[src/sv/fcts_ram.sv]
module fcts_ram #(
    parameter int WIDTH = 8,
    parameter int DEPTH = 16
) (
    input  logic                     i_clk,
    input  logic                     i_we,
    input  logic [$clog2(DEPTH)-1:0] i_waddr,
    input  logic [WIDTH-1:0]         i_wdata,
    input  logic [$clog2(DEPTH)-1:0] i_raddr,
    output logic [WIDTH-1:0]         o_rdata
);
    logic [WIDTH-1:0] r_mem [DEPTH];

    // One write port and one registered read port.
    always_ff @(posedge i_clk) begin
        if (i_we) begin
            r_mem[i_waddr] <= i_wdata;
        end
        o_rdata <= r_mem[i_raddr];
    end
endmodule

[config.mk]
export PLATFORM = sky130hd
export DESIGN_NAME = fcts_ram
export DESIGN_NICKNAME = d
export VERILOG_FILES = /design/src/sv/fcts_ram.sv
export SDC_FILE = /design/constraint.sdc
export NUM_CORES = 1
export LEC_CHECK = 0
export BUFFER_PORTS_ARGS = -buffer_cell sky130_fd_sc_hd__buf_2
export CORE_MARGIN = 5
export CORE_UTILIZATION = 40
export DETAILED_ROUTE_END_ITERATION = 12
export GPL_ROUTABILITY_DRIVEN = 0
export MAX_ROUTING_LAYER = met4
export SLEW_MARGIN = 5
export SYNTH_ARGS = -nofsm -noshare
export SYNTH_HDL_FRONTEND = slang
export SYNTH_SLANG_ARGS = --single-unit
[constraint.sdc]
create_clock -name i_clk -period 1.65 [get_ports i_clk]
set_input_delay 0.2475 -clock i_clk [delete_from_list [all_inputs] [get_ports i_clk]]
set_output_delay 0.2475 -clock i_clk [all_outputs]
set_load 0.005 [all_outputs]
==> reports/metrics.yaml, run 1 <==
yosys:
  netlist_area_sq_um: 5150
  synth_top_area_share_pct: 74.7
  synthMostInstantiatedCell: "edfxtp_1"
  syn-num-nets: 247
  synth-seq-cells: 136
  async_flop_share_pct: 0
  synth_top_area_cell: "edfxtp_1"
  syn-instance-count: 229
  synth_commonest_cells: "edfxtp_1 (128), mux4_2 (18), a22oi_1 (16)"
  ys_types: 19
  yosysSeqAreaShare_pct: 77.8
  synthTopCellsByArea: "edfxtp_1 (75%), mux4_2 (7.9%), mux4_1 (7.1%)"
  synth_warnings: 0
  syn_area_per_cell_sq_um: 22.5
  synth_edf_count: 128
  synthFlopType: "edfxtp_1"
die:
  dieArea_sq_um: 15200
  dieWidth_um: 123
  rows: 41
  die_h_um: 123
  start_util_pct: 40.8
  core_region_area_sq_um: 12600
  pin_count: 26
placed_design:
  portBuffers: 25
  dp.cells: 437
  hpwl_um: 6400
route:
  drtPass1Iterations: 4
  wl_per_cell_um: 21.7
  drtIter0Drc: 159
  detailroute.via_count: 2378
  drt-total-wl_um: 10200
  vias_per_cell: 5.07
  final_antenna_net_count: 0
  drc: 0
status:
  outcome: "finished clean"
timing:
  fin_crit_sh_pct: 82.5
  final.min_clock_period_ps: 1360
  max-slew-margin-rel_pct: 49.3
  finalSetupViolations: 0
  rsz0062_at_grt: "false"
  clock_skew_ps: 5.58
  maxSlewViolCount: 0
  hold_viol_final: 0
  tightest_slew_ps: 758
  max_freq_mhz: 735
  tns_ps: 0
global_routing:
  antenna_found_initial: 0
  grt_pass1_wl_um: 15700
  grt_max_degree: 33
  grt-ovfl-total: 0
  grt_pass1_vias: 2573
  grt_usage_pct: 15.4
clocking:
  cts.sinks: 136
  h-tree-depth: 4
  hold_buffers: 0
  post_cts.repair.setup_buffers: 0
  tritoncts: "done"
  cts_root_buf: "clkbuf_16"
  post_cts_resized: 0
  clkLatencyLatePin_ps: 410
  cts_inserted_buffers: 17
  clkTransAtPathRegs_ps: 60
  cts.path.max_buffers: 2
finish:
  stdcell_count: 469
  diodes: 0
  area_growth_pct: 21.6
  drive_above_1_share_pct: 32.7
  final_nets: 302
  fillers: 1044
  finish.utilization_pct: 49.6
pwr:
  p_total_mw: 8.46
  vdd_drop_max_mv: 0.762
  power_density_nw_per_um2: 1350
  p_leak_nw: 2.14
critical_path:
  crit_type: "flip-flop to flip-flop"
  start_kind: "flip-flop"
  cp.arrival_ps: 1650
  crit_path_end_kind: "flip-flop"
  cp.required_ps: 1940
  cp_max_fo: 1
min_path:
  hold_path.class: "input port to flip-flop"
flow_run:
  drv_cap: 0
cell families after synthesis:
group	synth area share, %
DFF	77.8
and+or+nand+nor	3.18
muxes	15.0
AOI/OAI and AO/OA	2.33
buffers and inverters	1.68
power by group:
group          internal [mW]  switching [mW]
Clock                   2.85            1.37
Combinational          0.158           0.198
Sequential              3.86          0.0212
final cells by class:
class                   instances  area, sq um  share of cell area, %
flip-flops and latches        136         4000                   63.9
multi-input cells              83         1060                   17.0
clock buffers                  22          484                   7.73
repair buffers                 46          308                   4.92
well taps                     172          215                   3.44
clock inverters                10          188                   3.00
worst paths after layout:
kind	start	to	slack [ps]	depth (start not counted)
worst max register to register	r_mem[9][1]$_DFFE_PP_	o_rdata[1]$_DFF_P_	290	3
worst min-delay path	i_wdata[7]	r_mem[5][7]$_DFFE_PP_	210	1
worst min register to register	r_mem[14][4]$_DFFE_PP_	o_rdata[4]$_DFF_P_	670	3
worst max-delay path	r_mem[9][1]$_DFFE_PP_	o_rdata[1]$_DFF_P_	290	3
state kept, by name (all words and copies together), names as in the netlist:
register	cells
o_rdata	8
r_mem	128
cells in the final DEF, fill, tap and decap left out:
cell          n
buf_12        2
nor2b_1       1
nand3b_1      2
buf_4        19
clkbuf_8      4
nor2_1       13
clkbuf_1      1
a22oi_1      16
dfxtp_1       8
nor3_2        1
buf_2        25
or3b_2        1
mux4_1       14
edfxtp_1    128
mux4_2       18
nand2_1       9
nand3_1       1
nand2b_1      2
and2_1        1
and2b_1       1
clkinv_2      1
nor3_1        3
clkinvlp_4    2
clkbuf_16    17
inv_6         2
bufinv_16     5
routing by layer:
layer | track usage (%) | part of all wire, % | vias to the layer above
li1 | - | - | 1086
met2 | 24.0 | 50 | 50
met3 | 4.21 | 3.7 | 17
met1 | 19.0 | 43 | 1225
met5 | - | 0 | -
met4 | 6.57 | 2.5 | 0
metrics by stage:
stage | worst slack (ps) | hold slack, ps | area, sq um
floorplan | 136 | 346 | 5150
global placement | -77.1 | 635 | 5590
detailed placement | -90.2 | 633 | 5590
CTS | 268 | 202 | 6260
global route | 218 | 204 | 6260
finish | 289 | 213 | 6260
critical path, stage by stage (launching register included):
cell and delay [ps]:
edfxtp_1 350, mux4_1 510, a22oi_1 290, nand2_1 90
Note: power is estimated with default switching activity, not from simulation.
==> inputs of run 2 (changes only) <==
- clock period: 1.65 -> 1.31 ns (I/O delays scaled with it)
==> reports/metrics.yaml, run 2 (same netlist as run 1, synthesis figures left out) <==
clocking:
  cts_root_buf: "clkbuf_16"  # unchanged
  h-tree-depth: 4  # unchanged
  clkLatencyLatePin_ps: 410  # about the same
  clkTransAtPathRegs_ps: 50  # was 60 ps
  tritoncts: "done"  # unchanged
  cts.path.max_buffers: 2  # unchanged
  cts_inserted_buffers: 17  # unchanged
  hold_buffers: 0  # unchanged
  cts.sinks: 136  # unchanged
critical_path:
  crit_type: "flip-flop to flip-flop"  # unchanged
  crit_chain: "mux4_2 -> a22oi_2 -> nand2_1"  # was mux4_1 -> a22oi_1 -> nand2_1
  cp.arrival_ps: 1570  # was 1650 ps
  crit_path_end: "o_rdata[7]$_DFF_P_"  # was o_rdata[1]$_DFF_P_
  r2r-start: "r_mem[11][7]$_DFFE_PP_"  # was r_mem[9][1]$_DFFE_PP_
  cpPeakStageDelay_ps: 480  # was 510 ps
  reg2regPathDepth: 3  # unchanged
  cp_max_fo: 1  # unchanged
  cp.required_ps: 1600  # was 1940 ps
  crit_slowest_cell: "mux4_2"  # was mux4_1
  crit_start: "r_mem[11][7]$_DFFE_PP_"  # was r_mem[9][1]$_DFFE_PP_
  start_kind: "flip-flop"  # unchanged
  crit_path_end_kind: "flip-flop"  # unchanged
  r2r_slack_ps: 30  # was 290 ps
  r2r-end: "o_rdata[7]$_DFF_P_"  # was o_rdata[1]$_DFF_P_
global_routing:
  grt_pass1_vias: 2604  # was 2,573
  grt_pass1_wl_um: 15400  # was 15,700 um
  antenna_found_initial: 0  # unchanged
  grt_usage_pct: 15.0  # was 15.4%
  grt-ovfl-total: 0  # unchanged
  grt_max_degree: 28  # was 33
route:
  final_antenna_net_count: 0  # unchanged
  detailroute.via_count: 2404  # was 2,378
  drtIter0Drc: 240  # was 159
  drc: 0  # unchanged
  drt-total-wl_um: 9970  # was 10,200 um
  vias_per_cell: 5.04  # was 5.07
  drtPass1Iterations: 4  # unchanged
  wl_per_cell_um: 20.9  # was 21.7 um
timing:
  fin_ws_ps: 31.6  # was 289 ps
  fin_crit_sh_pct: 97.6  # was 82.5%
  clock_skew_ps: 5.12  # was 5.58 ps
  tns_ps: 0  # unchanged
  final.min_clock_period_ps: 1280  # was 1360 ps
  holdWs_ps: 172  # was 213 ps
  hold_viol_final: 0  # unchanged
  max_freq_mhz: 782  # was 735 MHz
  rsz0062_at_grt: "false"  # unchanged
  maxSlewViolCount: 0  # unchanged
  finalSetupViolations: 0  # unchanged
  tightest_slew_ps: 891  # was 758 ps
  max-slew-margin-rel_pct: 40.5  # was 49.3%
die:
  rows: 41  # unchanged
  pin_count: 26  # unchanged
  core_region_area_sq_um: 12600  # unchanged
  start_util_pct: 40.8  # unchanged
  dieWidth_um: 123  # unchanged
  die_h_um: 123  # unchanged
  dieArea_sq_um: 15200  # unchanged
pwr:
  p_leak_nw: 2.14  # about the same
  p_total_mw: 9.89  # was 8.46 mW
  vdd_drop_max_mv: 0.868  # was 0.762 mV
  power_density_nw_per_um2: 1550  # was 1350 nW/um^2
finish:
  layout.cells.most_common: "edfxtp_1"  # unchanged
  area_growth_pct: 23.7  # was 21.6%
  final_cell_mix: "edfxtp_1 (128), mux4_2 (25), buf_2 (25), buf_4 (20), clkbuf_16 (17)"  # was edfxtp_1 (128), buf_2 (25), buf_4 (19), mux4_2 (18), clkbuf_16 (17)
  final_nets: 310  # was 302
  max_flop_register: "r_mem"  # unchanged
  largest_register_ffs: 128  # unchanged
  final_area_sq_um: 6370  # was 6260 sq um
  stdcell_count: 477  # was 469
  finish.utilization_pct: 50.5  # was 49.6%
  diodes: 0  # unchanged
  reg_top3: "r_mem x128, o_rdata x8"  # unchanged
  drive_above_1_share_pct: 41.6  # was 32.7%
placed_design:
  dp.cells: 445  # was 437
  pre_cts_slack_ps: -370  # was -90.2 ps
  placed_area_sq_um: 5770  # was 5590 sq um
  portBuffers: 25  # unchanged
  hpwl_um: 6650  # was 6400 um
status:
  outcome: "finished clean"  # unchanged
flow_run:
  drv_cap: 0  # unchanged
min_path:
  hold_path.class: "input port to flip-flop"  # unchanged
[run 2: worst min path at each step]
stage                             endpoint  slack, ps  cells after the start               start
global placement                o_rdata[3]        580                      1  o_rdata[3]$_DFF_P_
floorplan            r_mem[0][0]$_DFFE_PP_        300                      0          i_wdata[0]
detailed placement              o_rdata[3]        580                      1  o_rdata[3]$_DFF_P_
global route         r_mem[3][2]$_DFFE_PP_        180                      1          i_wdata[2]
CTS                  r_mem[8][1]$_DFFE_PP_        170                      1          i_wdata[1]
finish              r_mem[13][6]$_DFFE_PP_        170                      1          i_wdata[6]
[run 2: area by class of cell]
class | count | area, sq um
clock inverter | 10 | 101
clock buffer | 22 | 464
tap | 172 | 215
fill | 1033 | 6250
timing repair buffer | 54 | 455
sequential | 136 | 4000
multi-input combinational | 83 | 1130
[run 2: what timing repair did]
item,in CTS,in global routing
resized for setup,5,14
buffers inserted,0,0
endpoints found under the hold margin,0,0
pin swaps,1,2
endpoints found under the setup margin,4,7
[run 2: power breakdown]
| part | leakage [nW] | switching (mW) | internal (mW) |
|---|---|---|---|
| Combinational | 0.638 | 0.275 | 0.247 |
| Sequential | 1.22 | 0.0314 | 4.87 |
| Clock | 0.281 | 1.60 | 2.87 |
| Total | 2.14 | 1.91 | 7.98 |
[run 2: metal layers]
layer  track usage, %  wire length (um)  vias up
li1                 -                 -     1090
met1             18.9              4380     1241
met5                -                 0        -
met3             3.25               382       16
met4             6.85               193        0
met2             23.3              5020       57
[run 2: worst max-delay path, delay by kind of cell (launching register included)]
kind	cells	cell delay, ps
mux	1	480
flops	1	350
compound gates	1	240
simple gates	1	80
